## src/hw/rtl/vdt_pkg.sv

```systemverilog
// ----------------------------------------------------------------------------
// vdt_pkg
// Shared constants, types and controller/datapath links for the vertex
// deduplication index table.
// ----------------------------------------------------------------------------
package vdt_pkg;

	localparam int TABLE_DEPTH = 256;
	localparam int COORD_BITS  = 16;
	localparam int IDX_W       = $clog2(TABLE_DEPTH);
	localparam int CNT_W       = $clog2(TABLE_DEPTH + 1);
	localparam int DIFF_W      = COORD_BITS + 1;
	localparam int TOL_W       = 8;
	localparam int INDEX_OUT_W = 8;
	localparam int ENTRY_W     = 3 * COORD_BITS;

	localparam int APB_ADDR_W = 3;
	localparam int APB_DATA_W = 32;

	localparam logic [APB_ADDR_W-1:0] REG_TOL_ADDR = APB_ADDR_W'(0);

	typedef enum logic [1:0] {
		ST_IDLE,
		ST_SCAN,
		ST_DONE
	} state_t;

	typedef struct packed {
		logic start;
		logic scan;
		logic load;
	} ctrl_cmd_t;

	typedef struct packed {
		logic scan_done;
	} ctrl_status_t;

endpackage

```

## src/hw/rtl/vdt_ctrl.sv

```systemverilog
// ----------------------------------------------------------------------------
// vdt_ctrl
// Sequencer: accepts a vertex, runs the table scan, and hands the result to
// the output register once it is free.
// ----------------------------------------------------------------------------
module vdt_ctrl (
	input  logic                  clk,
	input  logic                  arst_n,
	input  logic                  in_valid,
	output logic                  in_ready,
	output logic                  out_valid,
	input  logic                  out_ready,
	output vdt_pkg::ctrl_cmd_t    cmd,
	input  vdt_pkg::ctrl_status_t status
);
	import vdt_pkg::*;

	state_t state_q;
	state_t state_d;
	logic   out_valid_q;
	logic   out_free;

	assign out_free  = !out_valid_q || out_ready;
	assign out_valid = out_valid_q;

	always_comb begin
		state_d = state_q;
		case (state_q)
			ST_IDLE: begin
				if (in_valid) begin
					state_d = ST_SCAN;
				end
			end
			ST_SCAN: begin
				if (status.scan_done) begin
					state_d = ST_DONE;
				end
			end
			ST_DONE: begin
				if (out_free) begin
					state_d = ST_IDLE;
				end
			end
			default: state_d = ST_IDLE;
		endcase
	end

	always_comb begin
		in_ready  = 1'b0;
		cmd.start = 1'b0;
		cmd.scan  = 1'b0;
		cmd.load  = 1'b0;
		case (state_q)
			ST_IDLE: begin
				in_ready  = 1'b1;
				cmd.start = in_valid;
			end
			ST_SCAN: begin
				cmd.scan = 1'b1;
			end
			ST_DONE: begin
				cmd.load = out_free;
			end
			default: begin
				in_ready = 1'b0;
			end
		endcase
	end

	always_ff @(posedge clk or negedge arst_n) begin
		if (!arst_n) begin
			state_q     <= ST_IDLE;
			out_valid_q <= 1'b0;
		end else begin
			state_q <= state_d;
			if (cmd.load) begin
				out_valid_q <= 1'b1;
			end else if (out_ready) begin
				out_valid_q <= 1'b0;
			end
		end
	end

	a_load_into_free_slot: assert property (@(posedge clk) disable iff (!arst_n)
		cmd.load |-> (!out_valid_q || out_ready))
		else $error("result loaded over an untaken result");

	a_start_enters_scan: assert property (@(posedge clk) disable iff (!arst_n)
		cmd.start |=> (state_q == ST_SCAN))
		else $error("accepted request did not start a scan");

	a_result_from_done: assert property (@(posedge clk) disable iff (!arst_n)
		$rose(out_valid_q) |-> $past(state_q == ST_DONE))
		else $error("result shown without a finished scan");

endmodule

```

## config.mk

```make
export PLATFORM = sky130hd
export DESIGN_NAME = vdt_ctrl
export DESIGN_NICKNAME = d
export VERILOG_FILES = /design/src/hw/rtl/vdt_pkg.sv /design/src/hw/rtl/vdt_ctrl.sv
export SDC_FILE = /design/constraint.sdc
export NUM_CORES = 1
export LEC_CHECK = 0
export ABC_AREA = 1
export BUFFER_PORTS_ARGS = -buffer_cell sky130_fd_sc_hd__buf_2
export CAP_MARGIN = 10
export CORE_AREA = 4 4 41 43
export DETAILED_ROUTE_END_ITERATION = 16
export DIE_AREA = 0 0 45 47
export PLACE_DENSITY_LB_ADDON = 0.25
export REMOVE_ABC_BUFFERS = 1
export SYNTH_ARGS = -nofsm -noshare
export SYNTH_HDL_FRONTEND = slang
export SYNTH_SLANG_ARGS = --single-unit
```

## constraint.sdc

```tcl
create_clock -name clk -period 1.1 [get_ports clk]
set_input_delay 0.11 -clock clk [delete_from_list [all_inputs] [get_ports clk]]
set_output_delay 0.11 -clock clk [all_outputs]
set_load 0.005 [all_outputs]
```

; ---- Word level (Yosys, flattened, before mapping)
; Index checks and enable logic that the tools add are counted.
[totals]
regBits = 3
input_bits = 5
output_inout_bits = 5
word_cells = 22
[classes]
n_eq_ne = 5
mux = 10
reduce_logical = 5
[op_table]
columns = op, n
row1 = two-way mux 1 bit, 6
row2 = two-way mux 2 bit, 3
row3 = != test 2 bit (second input constant), 3
row4 = one-hot mux 2 bit (3 select lines), 1
row5 = AND reduction 3 bit, 1
row6 = equality test 2 x 1 -> 1 bit (second input constant), 1
row7 = equality test 2 bit (second input constant), 1
row8 = zero test 2 bit, 1
row9 = nonzero test 2 bit, 1
row10 = zero test 1 bit, 1
row11 = logical OR 1 bit, 1

; ---- Depth between registers and ports, before layout
; Gate-level depths: netlist of run 1.
[logic_depth]
depth_word = 4
mapped_depth = 4
depth_no_buf = 4

; ---- Worst setup path after synthesis of run 1
; Ideal clock, no wire load.
[synth_timing]
path_kind = register to output
start = reg state_q[0]
end = out cmd[2] (netlist name)
t_arrival_ns = 0.694
required_ns = 0.990
path_slack_ns = 0.296
stages_incl_launch_ff = 4
n_path_buf = 0
path_cell_list = dfrtp_1 > nor2_1 > nand2_1 > inv_1
[synth_lines]
columns = item, line_no
row1 = "start, declared", vdt_ctrl.sv:18  ; state_t state_q;
row2 = "start signal, assigned", vdt_ctrl.sv:75  ; state_q <= state_d;
row3 = "end, declared", vdt_ctrl.sv:13  ; output vdt_pkg::ctrl_cmd_t cmd,

==> run summary, run 1 <==
Diodes inserted = 0
Max Freq = 894 MHz
Worst Slack Setup Final = -0.0188 ns
Worst setup EP type = output port
Average wire per cell in the routed design = 8.44 um
RSZ-0062 raised after global routing = yes
WL met1 = 188 um
CTS tree = yes
Max-cap violations = 0
Metal3 WL = 102 um
Synth Instances = 21
Port bufs = 9
Leak Pwr = 0.000158 uW
Largest cells by area after synthesis = dfrtp_1 51%, nand2_1 15%, inv_1 10%
Area Growth Syn to Fin = 85.6%
Gpl congestion = 0.663
Critical path fanouts, max = 4
Warnings from Yosys = 0
Initial antenna violation count = 0
Clock Skew = 0.00198 ns
Outcome = finished, violations left
Die width = 45 um
Layout cells sized above 1 = 0.541
Die Area = 2120 um^2
CP Class = register to output port
Worst rel slew slack = 0.880
Fillers = 156
Site Rows = 13
Total GRT Usage = 0.0585
DR vias = 182
Initial Utilization = 0.113
Critical path arrival = 1.01 ns
Largest net degree at the start of global routing = 5
Register area = 76.3 um^2
Final hold violations = 0
# IOs = 10
Gr ovfl total = 0
First-pass GRT wire length = 752 um
Top-area cell type share of the netlist area = 0.508
CP Launch Type = register
Period utilization = 1.02
Clock root buffer = clkbuf_4
Seq/Total Area, Yosys = 0.508
Top Metal Used = met4
Setup tns final = -0.0318 ns
Post-layout min period = 1.12 ns
Nets@finish = 43
Synth unique cells = 8
Max rail drop VDD = 0.000854 V
Die height = 47 um
Final setup viols = 2
DP Wirelength = 295 um
Max Root-Sink Buffers = 2
Worst Tran Pin Value = 0.181 ns
CTS H-tree lvls = 1
Via density = 3.50
Post-Route WL = 439 um
Area of the multi-input gates = 63.8 um^2
Fin. max-slew vios = 0
Power Dens Cells = 2390 nW/um^2
Worst-Skew Late Latency = 0.24 ns
Mean post-synth cell area = 7.03 um^2
Vias in the first global route = 172
Final ANT Viol Nets = 0
Post-synthesis cell area = 148 um^2
CORE AREA = 1300 um^2
Worst hold path type = input port to register
Failing checks = setup timing
Initial DRC Count = 3
Required @ worst endpoint = 0.99 ns
Power consumption = 654 uW
Num Clock Sinks = 3
Area leader, netlist = dfrtp_1
DR pass1 iterations = 4
DRC viols = 0
TritonCTS Buffers = 3
Met2 WL = 144 um
Seq cells post-synth = 3
Worst-path clk slew = 0.04 ns
[kinds of logic (layout without fill, tap and decap cells)]
group,count (synthesis),after routing,synth area share
DFF,3,3,0.508
AOI/OAI and AO/OA,1,1,0.0339
and+or+nand+nor,12,12,0.330
buffers and inverters,5,21,0.127
[registers in the layout, indices dropped and copies added, names as in the netlist]
name and count:
state_q 2, out_valid 1
[power by group]
part           total (uW)  internal [uW]  leakage (uW)  switching [uW]
logic                 254            131      0.000106             123
registers             202            152     0.0000373            49.5
clock network         198            136     0.0000150            61.7
total                 654            419      0.000158             234
[area by class of cell]
cell class | instances | share of cell area
clock buffer | 4 | 0.0959
inverter | 5 | 0.0685
multi-input combinational | 13 | 0.233
sequential | 3 | 0.279
tap | 15 | 0.0685
timing repair buffer | 12 | 0.256
[through the flow]
| stage | std cells | hold slack [ns] | area [um^2] | worst slack [ns] | utilization |
|---|---|---|---|---|---|
| after CTS | 51 | 0.0499 | 258 | -0.0144 | 0.198 |
| after global placement | 45 | -0.0909 | 211 | 0.215 | 0.163 |
| after detailed placement | 45 | -0.0892 | 211 | 0.216 | 0.163 |
| final | 52 | 0.0624 | 274 | -0.0188 | 0.211 |
| after floorplan | 21 | -0.186 | 148 | 0.296 | - |
| after global routing | 52 | 0.0620 | 274 | -0.0959 | 0.211 |
[placed cells by master (no fill, tap or decap)]
cell type      instances
inv_2                  2
dlygate4sd3_1          1
nand3_1                1
nor2_1                 3
buf_4                  2
nor2_2                 1
dfrtp_1                2
buf_2                  9
nand2_1                5
o21ai_1                1
dfrtp_2                1
nor2_4                 1
clkbuf_1               1
clkbuf_4               3
nand2_2                1
inv_1                  3
[timing repair]
| item | CTS | global route |
|---|---|---|
| resized for setup | 1 | 4 |
| setup endpoints to repair | 2 | 3 |
| buffers inserted | 1 | 1 |
| hold buffers | 1 | 0 |
| hold endpoints to repair | 3 | 0 |
| pin swaps | 1 | 2 |
[worst paths after layout]
path                            cells past startpoint  slack (ns)         end        from
min in group asynchronous                           2        0.21   out_valid      arst_n
max in group asynchronous                           2        0.77  state_q[1]      arst_n
worst min-delay path                                2        0.06   out_valid   out_ready
worst min register to register                      2        0.53   out_valid   out_valid
worst max-delay path                                4       -0.02      cmd[2]  state_q[1]
worst max register to register                      4        0.22  state_q[0]  state_q[1]
[layer usage]
layer  track usage  vias up
met5             0        -
met4        0.0351        0
met3        0.0728        2
met2        0.0678       15
met1        0.0569       73
li1              -       92
[cell usage after synthesis]
cell type / instances
nor2_1: 4
dfrtp_1: 3
o21ai_1: 1
inv_1: 4
nand2_1: 6
inv_2: 1
nand3_1: 1
nor2_2: 1
[critical path, stage by stage, from the launching register on]
cell	delay, ns
dfrtp_2	0.44
nor2_4	0.13
nand2_2	0.07
inv_2	0.04
buf_2	0.09
Note: power is estimated with default switching activity, not from simulation.
==> inputs of run 2 (changes only) <==
- BUFFER_PORTS_ARGS: -buffer_cell sky130_fd_sc_hd__buf_2 -> -buffer_cell sky130_fd_sc_hd__buf_4
==> run 2 against run 1 <==
Net effect: the flow still finishes with violations (setup timing); combinational power is 26% higher; non-clock buffer count did not move; clock-buffer cell count stayed put; highest routed layer is now met3; flip-flop and latch count did not move.
==> run summary, run 2 (same netlist as run 1, synthesis figures left out) <==
Worst hold path type = input port to register
Gr ovfl total = 0 (unchanged)
Final hold violations = 0 (unchanged)
Worst-Skew Late Latency = 0.23 ns (about the same)
CTS tree = yes
Vias in the first global route = 198 (+15%)
Post-layout min period = 1.11 ns (-0.0114 ns)
Critical path fanouts, max = 4 (unchanged)
DR vias = 180 (-1.1%)
Power consumption = 715 uW (+9.4%)
Via density = 3.46 (-1.1%)
R2r setup slk = 0.22 ns (about the same)
Most frequent cells in the layout = 10 x buf_4, 4 x nand2_1, 3 x inv_1, 3 x nor2_2, 3 x clkbuf_4
Hold_sp = out_ready
Most flops, register = state_q
Final setup viols = 2 (unchanged)
Initial Utilization = 0.113 (unchanged)
Max-cap violations = 0 (unchanged)
Total GRT Usage = 0.0538 (-0.00466)
Required @ worst endpoint = 0.99 ns (about the same)
Initial DRC Count = 8 (+5)
Outcome = finished, violations left
Worst-path clk slew = 0.04 ns (about the same)
Internal power = 470 uW (+12%)
WHS Endpoint = out_valid
Sequential share of power = 0.283 (-0.026)
Worst setup EP type = output port
Site Rows = 13 (unchanged)
Worst rel slew slack = 0.883 (+0.00380)
Clock Skew = 0.00278 ns (+0.000798 ns)
Worst-case reg-to-reg path depth = 5 (+1)
Failing checks = setup timing
Worst Tran Pin Value = 0.175 ns (-0.00570 ns)
Largest net degree at the start of global routing = 5 (unchanged)
# IOs = 10 (unchanged)
CORE AREA = 1300 um^2 (unchanged)
First-pass GRT wire length = 759 um (+0.93%)
Diodes inserted = 0 (unchanged)
Post-Route WL = 429 um (-2.3%)
Worst Slack Setup Final = -0.00738 ns (+0.0114 ns)
Die Area = 2120 um^2 (unchanged)
Clock root buffer = clkbuf_4
Part of the power in the clock network = 0.268 (-0.035)
Critical path arrival = 1.00 ns (about the same)
DRC viols = 0 (unchanged)
Initial antenna violation count = 0 (unchanged)
Port bufs = 9 (unchanged)
Layout cells sized above 1 = 0.622 (+0.0811)
RSZ-0062 raised after global routing = yes
Average wire per cell in the routed design = 8.25 um (-2.3%)
Final ANT Viol Nets = 0 (unchanged)
Worst reg2reg endpoint = state_q[1]
Leak Pwr = 0.000164 uW (+3.8%)
Worst r2r src = state_q[1]
Most common cell after layout, fill and taps aside = buf_4
CP Class = register to output port
Period utilization = 1.01 (-0.0104)
Max Root-Sink Buffers = 2 (unchanged)
Max rail drop VDD = 0.000913 V (+6.9%)
DR pass1 iterations = 4 (unchanged)
CP Launch Type = register
Nets@finish = 43 (unchanged)
Setup WS pre-CTS = 0.186 ns (-0.0297 ns)
Power Dens Cells = 2320 nW/um^2 (-2.6%)
Num Clock Sinks = 3 (unchanged)
Max FFs per register = 2 (unchanged)
Gpl congestion = 0.658 (-0.80%)
Psw = 245 uW (+4.5%)
Area Growth Syn to Fin = 108%
Hold depth = 2 (unchanged)
Die width = 45 um (unchanged)
CTS H-tree lvls = 1 (unchanged)
DP Wirelength = 326 um (+11%)
Combinational Power Share = 0.449 (+0.060)
Sw frac = 0.343 (-0.0159)
Die height = 47 um (unchanged)
Fin. max-slew vios = 0 (unchanged)
TritonCTS Buffers = 3 (unchanged)
Max Freq = 903 MHz (+1.0%)
run 2: cell count changes in the layout (fill, tap and decap cells not counted):
cell / delta
buf_2: -9
buf_4: +8
buf_6: +1
nand2_1: -1
nand2_2: +1
nor2_1: -2
nor2_2: +2
run 2: metrics by stage:
step           hold WS (ns)  TNS (ns)  instance area, um^2  std cells  utilization
2_1_floorplan        -0.186         0                  148         21            -
3_3_place_gp        -0.0952         0                  234         45        0.180
3_5_place_dp        -0.0967         0                  234         45        0.180
4_1_cts              0.0705   -0.0267                  288         52        0.221
5_1_grt              0.0870    -0.133                  308         52        0.237
6_report             0.0870   -0.0141                  308         52        0.237
run 2: worst max-delay path by stage:
stage	from	end	depth (start not counted)
final	state_q[1]	cmd[2]	4
after global routing	state_q[0]	cmd[0]	4
after CTS	state_q[1]	cmd[2]	4
after detailed placement	state_q[0]	cmd[2]	4
after global placement	state_q[0]	cmd[2]	4
after floorplan	state_q[0]	cmd[2]	3
run 2: power by group through the flow:
stage                     clock [uW]  sequential [uW]  combinational (uW)
after global placement             0              190                 242
final                            192              202                 321
after floorplan                    0              184                 107
after global routing             205              209                 360
after detailed placement           0              194                 240
after CTS                        201              191                 290
run 2: worst max-delay path, stage by stage (launching register included):
cell and delay [ns]:
dfrtp_2 0.44, nor2_4 0.13, nand2_2 0.07, inv_2 0.05, buf_6 0.08
run 2: repair_timing:
item | 4_1_cts | 5_1_grt
resized for setup | 1 | 8
hold endpoints to repair | 3 | 0
pin swaps | 1 | 3
setup endpoints to repair | 2 | 2
buffers inserted | 2 | 0
hold buffers | 1 | 0
run 2: cell type report:
| class | count | area (um^2) |
|---|---|---|
| multi-input cells | 13 | 71.3 |
| flip-flops and latches | 3 | 76.3 |
| fillers | 158 | 993 |
| clock buffers | 4 | 26.3 |
| repair buffers | 12 | 96.3 |
| inverters | 5 | 18.8 |
| well taps | 15 | 18.8 |
run 2: per-layer routing:
| metal | part of all wire | vias up | global-route usage |
|---|---|---|---|
| li1 | - | 91 | - |
| met4 | 0 | 0 | 0.0526 |
| met3 | 0.14 | 0 | 0.0383 |
| met1 | 0.52 | 77 | 0.0664 |
| met2 | 0.34 | 12 | 0.0565 |
| met5 | 0 | - | 0 |
